$ cat src/rtl/brs_pkg.sv
`default_nettype none
// ---------------------------------------------------------------------------
// brs_pkg
// Shared types and constants for the background RSSI scan core.
// ---------------------------------------------------------------------------
package brs_pkg;

	localparam int FRACTION_BITS = 16;
	localparam int LEVEL_W       = 8;
	localparam int PCT_W         = 7;
	localparam int COUNT_W       = 16;
	localparam int CFG_IDX_W     = 3;
	localparam int CFG_DATA_W    = 16;

	// average in Q8.FRACTION_BITS
	localparam int AVG_W = LEVEL_W + FRACTION_BITS;
	// blend numerator avg*p + s*(100-p) stays below 100 * 2^AVG_W
	localparam int NUM_W = AVG_W + PCT_W;

	// floor(n/100) = (n * RECIP) >> RECIP_SH for every n below 2^NUM_W
	localparam int          RECIP_SH = NUM_W + PCT_W;
	localparam logic [63:0] RECIP    = ((64'd1 << RECIP_SH) + 64'd99) / 64'd100;
	localparam int          RECIP_W  = $clog2(RECIP + 64'd1);

	// shared multiplier operand widths
	localparam int MUL_A_W = NUM_W;
	localparam int MUL_B_W = RECIP_W;
	localparam int PROD_W  = MUL_A_W + MUL_B_W;

	// duty: busy*100 / steps, quotient never above 100
	localparam int DUTY_NUM_W = COUNT_W + PCT_W;
	localparam int QBIT_W     = $clog2(PCT_W);

	localparam logic [PCT_W-1:0] PERCENT_FULL = PCT_W'(100);

	typedef enum logic [CFG_IDX_W-1:0] {
		REG_INITIAL_LEVEL     = 3'd0,
		REG_BUSY_THRESHOLD    = 3'd1,
		REG_NOISE_THRESHOLD   = 3'd2,
		REG_SMOOTHING_PERCENT = 3'd3,
		REG_SAMPLE_COUNT      = 3'd4
	} brs_reg_t;

	typedef struct packed {
		logic [LEVEL_W-1:0] level;
		logic               abort;
	} brs_in_t;

	typedef struct packed {
		logic [LEVEL_W-1:0] background_level;
		logic [PCT_W-1:0]   duty_percent;
	} brs_out_t;

endpackage
`default_nettype wire

$ cat src/rtl/brs_mult.sv
`default_nettype none
// ---------------------------------------------------------------------------
// brs_mult
// Shared unsigned multiplier with a registered product.
// ---------------------------------------------------------------------------
module brs_mult (
	input  wire logic                        clk,
	input  wire logic [brs_pkg::MUL_A_W-1:0] a,
	input  wire logic [brs_pkg::MUL_B_W-1:0] b,
	output logic      [brs_pkg::PROD_W-1:0]  prod
);

	always_ff @(posedge clk) begin
		prod <= brs_pkg::PROD_W'(a) * brs_pkg::PROD_W'(b);
	end

endmodule
`default_nettype wire

$ cat src/rtl/background_rssi_scan_core.sv
`default_nettype none
// ---------------------------------------------------------------------------
// background_rssi_scan_core
// Channel occupancy scan: running averages of RSSI words and a busy duty.
// ---------------------------------------------------------------------------
// Usage:
//   sample channel  - one RSSI word per handshake (level, abort). The first
//                     non-abort word taken while no scan runs starts a scan.
//   result channel  - one word per finished scan: background level (noise
//                     average if one was seeded, else main average) and the
//                     busy duty in percent.
//   cfg channel     - register index + data, always ready; write only while
//                     the core is idle between scans.
// Timing: every sample is accepted, then runs the main blend (multiply old,
//   multiply new, sum, reciprocal, write), and the blend again when the noise
//   average is blended as well. Both blends and the divide by 100 run
//   through one registered multiplier. A seeding word with no blend needs
//   only the accept. The word that ends a scan adds busy*100, 7 restoring
//   divide steps and the result load before the result shows up.
// Stall: a finished result sits in the output register; the next sample is
//   accepted meanwhile. A scan that finishes while the old result is still
//   unread waits in its load state until result_ready frees the register.
// Reset: arst_n clears the scan state and loads the register defaults
//   (smoothing 90 percent, 200 samples per scan). No result pending.
// ---------------------------------------------------------------------------
module background_rssi_scan_core (
	input  wire logic                           clk,
	input  wire logic                           arst_n,

	input  wire logic                           sample_valid,
	output logic                                sample_ready,
	input  wire brs_pkg::brs_in_t               sample,

	output logic                                result_valid,
	input  wire logic                           result_ready,
	output brs_pkg::brs_out_t                   result,

	input  wire logic                           cfg_valid,
	output logic                                cfg_ready,
	input  wire logic [brs_pkg::CFG_IDX_W-1:0]  cfg_index,
	input  wire logic [brs_pkg::CFG_DATA_W-1:0] cfg_data
);

	localparam int F = brs_pkg::FRACTION_BITS;

	typedef enum logic [9:0] {
		S_IDLE      = 10'b00_0000_0001,
		S_B_MUL_OLD = 10'b00_0000_0010,  // avg * p
		S_B_MUL_NEW = 10'b00_0000_0100,  // level * (100 - p)
		S_B_SUM     = 10'b00_0000_1000,  // numerator add
		S_B_RECIP   = 10'b00_0001_0000,  // numerator * 1/100
		S_B_WRITE   = 10'b00_0010_0000,  // store blended average
		S_D_MUL     = 10'b00_0100_0000,  // busy * 100
		S_D_LOAD    = 10'b00_1000_0000,
		S_D_DIV     = 10'b01_0000_0000,  // one quotient bit per cycle
		S_OUT       = 10'b10_0000_0000
	} state_t;

	state_t state_q;

	// configuration registers
	logic [brs_pkg::LEVEL_W-1:0] init_level_q;
	logic [brs_pkg::LEVEL_W-1:0] busy_th_q;
	logic [brs_pkg::LEVEL_W-1:0] noise_th_q;
	logic [brs_pkg::PCT_W-1:0]   smooth_q;
	logic [brs_pkg::COUNT_W-1:0] sample_cnt_q;

	// scan state
	logic                        scan_active_q;
	logic [brs_pkg::AVG_W-1:0]   main_avg_q;
	logic [brs_pkg::AVG_W-1:0]   noise_avg_q;
	logic                        noise_started_q;
	logic [brs_pkg::COUNT_W-1:0] steps_q;
	logic [brs_pkg::COUNT_W-1:0] busy_q;

	// sequencer working registers
	logic                           blend_noise_q;
	logic                           need_noise_q;
	logic [brs_pkg::LEVEL_W-1:0]    lvl_q;
	logic [brs_pkg::NUM_W-1:0]      num_q;
	logic [brs_pkg::DUTY_NUM_W-1:0] rem_q;
	logic [brs_pkg::PCT_W-1:0]      quo_q;
	logic [brs_pkg::QBIT_W-1:0]     bit_q;
	logic                           result_valid_q;
	brs_pkg::brs_out_t              result_q;

	// shared multiplier
	logic [brs_pkg::MUL_A_W-1:0] mul_a;
	logic [brs_pkg::MUL_B_W-1:0] mul_b;
	logic [brs_pkg::PROD_W-1:0]  prod;

	brs_mult u_mult (
		.clk  (clk),
		.a    (mul_a),
		.b    (mul_b),
		.prod (prod)
	);

	// smoothing above 100 saturates, holding the average
	logic [brs_pkg::PCT_W-1:0] p_sat;
	assign p_sat = (smooth_q > brs_pkg::PERCENT_FULL) ? brs_pkg::PERCENT_FULL : smooth_q;

	always_comb begin
		mul_a = '0;
		mul_b = '0;
		unique case (state_q)
			S_B_MUL_OLD: begin
				mul_a = brs_pkg::MUL_A_W'(blend_noise_q ? noise_avg_q : main_avg_q);
				mul_b = brs_pkg::MUL_B_W'(p_sat);
			end
			S_B_MUL_NEW: begin
				mul_a = brs_pkg::MUL_A_W'(lvl_q);
				mul_b = brs_pkg::MUL_B_W'(brs_pkg::PERCENT_FULL - p_sat);
			end
			S_B_RECIP: begin
				mul_a = brs_pkg::MUL_A_W'(num_q);
				mul_b = brs_pkg::MUL_B_W'(brs_pkg::RECIP);
			end
			S_D_MUL: begin
				mul_a = brs_pkg::MUL_A_W'(busy_q);
				mul_b = brs_pkg::MUL_B_W'(brs_pkg::PERCENT_FULL);
			end
			default: begin
				mul_a = '0;
				mul_b = '0;
			end
		endcase
	end

	// handshakes
	logic sample_take;
	logic out_load;
	assign sample_ready = (state_q == S_IDLE);
	assign sample_take  = sample_valid && sample_ready;
	assign out_load     = (state_q == S_OUT) && (!result_valid_q || result_ready);
	assign cfg_ready    = 1'b1;
	assign result_valid = result_valid_q;
	assign result       = result_q;

	// values seen by a word that may be starting a scan
	logic                        starting;
	logic                        tested;
	logic                        started_eff;
	logic [brs_pkg::COUNT_W-1:0] steps_base;
	logic [brs_pkg::COUNT_W-1:0] busy_base;
	logic [brs_pkg::COUNT_W-1:0] steps_next;
	logic [brs_pkg::COUNT_W-1:0] busy_next;

	assign starting    = !scan_active_q;
	assign tested      = scan_active_q || (init_level_q != '0);
	assign started_eff = scan_active_q && noise_started_q;
	assign steps_base  = scan_active_q ? steps_q : '0;
	assign busy_base   = scan_active_q ? busy_q : '0;

	always_comb begin
		if (!tested) begin
			steps_next = brs_pkg::COUNT_W'(1);
		end else if (steps_base != '1) begin
			steps_next = steps_base + brs_pkg::COUNT_W'(1);
		end else begin
			steps_next = steps_base;
		end
		busy_next = busy_base;
		if (tested && (sample.level < busy_th_q)) begin
			busy_next = busy_base + brs_pkg::COUNT_W'(1);
		end
	end

	// floor(num/100): top bits of num * RECIP
	logic [brs_pkg::AVG_W-1:0]      blend_val;
	logic [brs_pkg::DUTY_NUM_W-1:0] div_sh;
	assign blend_val = prod[brs_pkg::RECIP_SH +: brs_pkg::AVG_W];
	assign div_sh    = brs_pkg::DUTY_NUM_W'(steps_q) << bit_q;

	// configuration
	always_ff @(posedge clk or negedge arst_n) begin
		if (!arst_n) begin
			init_level_q <= '0;
			busy_th_q    <= '0;
			noise_th_q   <= '0;
			smooth_q     <= brs_pkg::PCT_W'(90);
			sample_cnt_q <= brs_pkg::COUNT_W'(200);
		end else if (cfg_valid && cfg_ready) begin
			unique case (cfg_index)
				brs_pkg::REG_INITIAL_LEVEL:     init_level_q <= cfg_data[brs_pkg::LEVEL_W-1:0];
				brs_pkg::REG_BUSY_THRESHOLD:    busy_th_q    <= cfg_data[brs_pkg::LEVEL_W-1:0];
				brs_pkg::REG_NOISE_THRESHOLD:   noise_th_q   <= cfg_data[brs_pkg::LEVEL_W-1:0];
				brs_pkg::REG_SMOOTHING_PERCENT: smooth_q     <= cfg_data[brs_pkg::PCT_W-1:0];
				brs_pkg::REG_SAMPLE_COUNT:      sample_cnt_q <= cfg_data[brs_pkg::COUNT_W-1:0];
				default: ;
			endcase
		end
	end

	// sequencer and scan state
	always_ff @(posedge clk or negedge arst_n) begin
		if (!arst_n) begin
			state_q         <= S_IDLE;
			scan_active_q   <= 1'b0;
			main_avg_q      <= '0;
			noise_avg_q     <= '0;
			noise_started_q <= 1'b0;
			steps_q         <= '0;
			busy_q          <= '0;
			blend_noise_q   <= 1'b0;
			need_noise_q    <= 1'b0;
			result_valid_q  <= 1'b0;
		end else begin
			if (out_load) begin
				result_valid_q <= 1'b1;
			end else if (result_ready) begin
				result_valid_q <= 1'b0;
			end

			unique case (state_q)
				S_IDLE: begin
					if (sample_take) begin
						if (sample.abort) begin
							// abort while idle is dropped
							if (scan_active_q) begin
								state_q <= S_D_MUL;
							end
						end else begin
							scan_active_q <= 1'b1;
							steps_q       <= steps_next;
							busy_q        <= busy_next;
							blend_noise_q <= 1'b0;
							need_noise_q  <= tested && started_eff &&
								(sample.level < noise_th_q);
							if (starting) begin
								main_avg_q <= (init_level_q != '0)
									? {init_level_q, {F{1'b0}}}
									: {sample.level, {F{1'b0}}};
							end
							// first nonzero quiet word that is tested seeds the noise average
							if (tested && !started_eff && (sample.level < noise_th_q) &&
								(sample.level != '0)) begin
								noise_avg_q     <= {sample.level, {F{1'b0}}};
								noise_started_q <= 1'b1;
							end else if (starting) begin
								noise_avg_q     <= '0;
								noise_started_q <= 1'b0;
							end
							if (tested) begin
								state_q <= S_B_MUL_OLD;
							end else if (steps_next >= sample_cnt_q) begin
								state_q <= S_D_MUL;
							end
						end
					end
				end
				S_B_MUL_OLD: state_q <= S_B_MUL_NEW;
				S_B_MUL_NEW: state_q <= S_B_SUM;
				S_B_SUM:     state_q <= S_B_RECIP;
				S_B_RECIP:   state_q <= S_B_WRITE;
				S_B_WRITE: begin
					if (blend_noise_q) begin
						noise_avg_q <= blend_val;
					end else begin
						main_avg_q <= blend_val;
					end
					if (!blend_noise_q && need_noise_q) begin
						blend_noise_q <= 1'b1;
						state_q       <= S_B_MUL_OLD;
					end else if (steps_q >= sample_cnt_q) begin
						state_q <= S_D_MUL;
					end else begin
						state_q <= S_IDLE;
					end
				end
				S_D_MUL: state_q <= S_D_LOAD;
				S_D_LOAD: begin
					state_q <= (steps_q == '0) ? S_OUT : S_D_DIV;
				end
				S_D_DIV: begin
					if (bit_q == '0) begin
						state_q <= S_OUT;
					end
				end
				S_OUT: begin
					if (out_load) begin
						scan_active_q <= 1'b0;
						state_q       <= S_IDLE;
					end
				end
				default: state_q <= S_IDLE;
			endcase
		end
	end

	// datapath registers, no reset
	always_ff @(posedge clk) begin
		if (sample_take) begin
			lvl_q <= sample.level;
		end
		unique case (state_q)
			S_B_MUL_NEW: num_q <= prod[brs_pkg::NUM_W-1:0];
			S_B_SUM:     num_q <= num_q + (prod[brs_pkg::NUM_W-1:0] << F);
			S_D_LOAD: begin
				rem_q <= prod[brs_pkg::DUTY_NUM_W-1:0];
				quo_q <= '0;
				bit_q <= brs_pkg::QBIT_W'(brs_pkg::PCT_W - 1);
			end
			S_D_DIV: begin
				if (rem_q >= div_sh) begin
					rem_q        <= rem_q - div_sh;
					quo_q[bit_q] <= 1'b1;
				end
				if (bit_q != '0) begin
					bit_q <= bit_q - brs_pkg::QBIT_W'(1);
				end
			end
			default: ;
		endcase
		if (out_load) begin
			result_q.background_level <= noise_started_q
				? noise_avg_q[F +: brs_pkg::LEVEL_W]
				: main_avg_q[F +: brs_pkg::LEVEL_W];
			result_q.duty_percent     <= quo_q;
		end
	end

	// assertions
	logic [brs_pkg::DUTY_NUM_W:0] div_bound;
	assign div_bound = (brs_pkg::DUTY_NUM_W + 1)'(steps_q) << (bit_q + brs_pkg::QBIT_W'(1));

	a_state_onehot: assert property (@(posedge clk) disable iff (!arst_n)
		$onehot(state_q))
		else $error("sequencer state not one-hot");

	a_blend_in_scan: assert property (@(posedge clk) disable iff (!arst_n)
		(state_q == S_B_MUL_OLD || state_q == S_B_WRITE) |-> scan_active_q)
		else $error("blend running outside a scan");

	a_noise_blend_seeded: assert property (@(posedge clk) disable iff (!arst_n)
		(state_q == S_B_MUL_OLD && blend_noise_q) |-> noise_started_q)
		else $error("noise blend before noise seed");

	a_div_bound: assert property (@(posedge clk) disable iff (!arst_n)
		(state_q == S_D_DIV) |-> ((brs_pkg::DUTY_NUM_W + 1)'(rem_q) < div_bound))
		else $error("duty remainder out of range");

	a_duty_range: assert property (@(posedge clk) disable iff (!arst_n)
		result_valid_q |-> (result_q.duty_percent <= brs_pkg::PERCENT_FULL))
		else $error("duty above 100 percent");

endmodule
`default_nettype wire
$ cat config.mk
export PLATFORM = sky130hd
export DESIGN_NAME = background_rssi_scan_core
export DESIGN_NICKNAME = d
export VERILOG_FILES = /design/src/rtl/brs_pkg.sv /design/src/rtl/brs_mult.sv /design/src/rtl/background_rssi_scan_core.sv
export SDC_FILE = /design/constraint.sdc
export NUM_CORES = 2
export LEC_CHECK = 0
export BUFFER_PORTS_ARGS = -buffer_cell sky130_fd_sc_hd__buf_2
export CORE_UTILIZATION = 50
export DETAILED_ROUTE_END_ITERATION = 6
export PLACE_DENSITY_LB_ADDON = 0.15
export SLEW_MARGIN = 40
export SYNTH_ARGS = -nofsm -noshare
export SYNTH_HDL_FRONTEND = slang
export SYNTH_SLANG_ARGS = --single-unit
$ cat constraint.sdc
create_clock -name clk -period 9.6 [get_ports clk]
set_clock_uncertainty 0.05 [all_clocks]
set_input_delay 1.92 -clock clk [delete_from_list [all_inputs] [get_ports clk]]
set_output_delay 1.92 -clock clk [all_outputs]
set_load 0.005 [all_outputs]
==> run_results.csv <==
group,metric,value,unit
sta,worst_pin_slew,0.808,ns
sta,setup-tns-final,0,ns
clock_network,cts.hold.buffers_added,0,
die,num_rows,101,
clock_network,clock_latency,0.56,ns
clock_network,postCtsSetupBuffers,0,
detailed_routing,vias_per_cell,5.35,
yosys,ys_ff_latch,284,
grt,grt_pass1_vias,28900,
sta,hold_viol_final,0,
clock_network,cts.clk_slew.worst_paths,0.06,ns
sta,worst_slack,0.325,ns
grt,antenna_found_initial,3,
finish,nets,5287,
detailed_routing,drc,0,
yosys,synthArstFlopShare,0.500,
placed_design,dp_hpwl,95400,um
finish,final_cell_mix,"inv_1, fa_1, nand2_1, ha_1, nor2_1",
yosys,ys.flop_type,"dfrtp_1",
sta,slew_violations,0,
setup_path,startpoint_type,"register",
yosys,synth-edff-count,87,
min_path,min_path_type,"register to register",
placed_design,gp_congestion,0.989,
job,max_cap_violations,0,
clock_network,cts_tree,"done",
clock_network,cts_sinks,284,
clock_network,cts_made_buffers,35,
detailed_routing,ant_nets,0,
setup_path,cp_common_cell,"fa_1",
detailed_routing,via_count,28100,
yosys,ys_warn_count,0,
clock_network,clock-root-buffer,"clkbuf_16",
clock_network,cts_buffer_depth,3,
finish,drive_gt1_frac,0.0889,
yosys,syn_area,38800,um2
finish,syn_to_final_growth,11.1,%
die,die_h,281,um
yosys,synthTopCellsByArea,"fa_1, ha_1, dfrtp_1, inv_1, edfxtp_1",
setup_path,worstPathRequired,9.98,ns
yosys,postSynthAreaPerCell,10.0,um2
setup_path,cp-end-kind,"register",
setup_path,worst-r2r-setup-slack,0.33,ns
placed_design,port_buffers,49,
setup_path,crit_fanout,23,
yosys,synthDistinctLibCells,88,
setup_path,crit_path_top_delay_cell,"o21ai_0",
clock_network,post_cts_resized,0,
yosys,syn_inst,3881,
grt,overflow,0,
grt,grt_pass1_wl,173000,um
yosys,yosys.area.top_type,"fa_1",
clock_network,h-tree-depth,2,
sta,period_share,0.966,
sta,max_freq,108,MHz
sta,finalSetupViolations,0,
setup_path,cp_data_arrival_time,9.66,ns
finish,layout_commonest_cell,"inv_1",
placed_design,pre_cts_slack,0.132,ns
detailed_routing,routed_wl,111000,um
sta,worst_slew_margin_rel,0.461,
setup_path,crit_path_max_incr_delay,0.63,ns
die,ioPinCount,51,
yosys,synth_top_area_frac,0.367,
status,outcome,"complete, no violations",
grt,grt_use_total,0.297,
die,start_util,0.508,
die,die_area,78800,um2
sta,rsz0062_at_grt,"no",
yosys,synth_seq_area_share,0.187,
die,core_area,76500,um2
die,dieWidth,281,um
sta,layout_min_cycle_time,9.27,ns
setup_path,crit_type,"register to register",
grt,grt_max_degree,76,
detailed_routing,drt_iter0_drc,2405,
detailed_routing,dr.pass1.iters,5,
detailed_routing,drt-wirelength-per-cell,21.1,um
[cells in the mapped netlist (all sizes together), types with 18 or more instances]
library cell	n
dfxtp	55
ha	341
a31oi	18
nand2	347
nand4	21
nor3	42
o21ai	179
xnor2	67
mux2	62
edfxtp	87
nor2	191
nand3	42
and2	58
fa	712
dfrtp	134
nor2b	18
mux2i	61
nand2b	18
inv	869
clkbuf	85
a21oi	119
and3	22
xor2	45
a21o	58
[per-layer routing]
metal / track usage / routed length (um)
met5: 0 / 0
met4: 0.0680 / 2760
met3: 0.0544 / 9060
met2: 0.451 / 49300
met1: 0.440 / 50100
[area by class of cell]
type                            count  area (um2)
Inverter                          871        3270
Clock buffer                       51        1030
Clock inverter                     13         126
Sequential cell                   284        7280
Antenna cell                        1        2.50
Multi-Input combinational cell   2813       28700
Tap cell                         1030        1290
Fill cell                        6813       33300
Timing Repair Buffer              196        1400
[sequential cells by signal, indices dropped and copies added (netlist names), 10 cells and up]
signal        count
busy_q           16
main_avg_q       24
noise_avg_q      24
num_q            31
rem_q            23
result           15
sample_cnt_q     16
state_q          10
steps_q          16
u_mult.prod      55
[logic make-up after synthesis]
kind of cell / after synthesis / share of synthesized area
AO/OA/AOI/OAI: 507 / 0.0813
XOR/XNOR: 112 / 0.0253
adder cells (fa/ha/maj): 1053 / 0.477
buffers and inverters: 968 / 0.0940
flip-flops: 284 / 0.187
multiplexers: 125 / 0.0349
other: 2 / 0.000193
AND/OR/NAND/NOR: 830 / 0.100
[stage by stage]
step / instances / util / cell area [um2] / hold WS [ns]
detailed placement: 5193 / 0.548 / 41900 / 0.390
global placement: 5189 / 0.547 / 41800 / 0.390
finish: 5259 / 0.564 / 43100 / 0.409
global route: 5258 / 0.564 / 43100 / 0.428
floorplan: 4065 / - / 39500 / 0.377
CTS: 5257 / 0.563 / 43100 / 0.414
[final timing paths]
path / from / to / cells after the start
worst max-delay path: state_q[2] / u_mult.prod[59] / 29
worst min-delay path: u_mult.prod[53] / main_avg_q[15] / 2
worst max register to register: state_q[2] / u_mult.prod[59] / 29
worst min register to register: u_mult.prod[53] / main_avg_q[15] / 2
max in group asynchronous: arst_n / result_valid / 2
min in group asynchronous: arst_n / main_avg_q[22] / 1
[critical path, delay by kind of cell (launching register included)]
| kind | cells | cell delay, ns |
|---|---|---|
| AOI/OAI and AO/OA | 9 | 2.20 |
| xor gates and xnor gates | 1 | 0.15 |
| adders and majority gates | 9 | 4.25 |
| buffers and inverters | 6 | 0.75 |
| DFF | 1 | 0.46 |
| and+or+nand+nor | 4 | 1.28 |
Power is left out: the tool's default activity adds up to more than one toggle a clock period on the data nets, which glitch-free logic cannot reach.
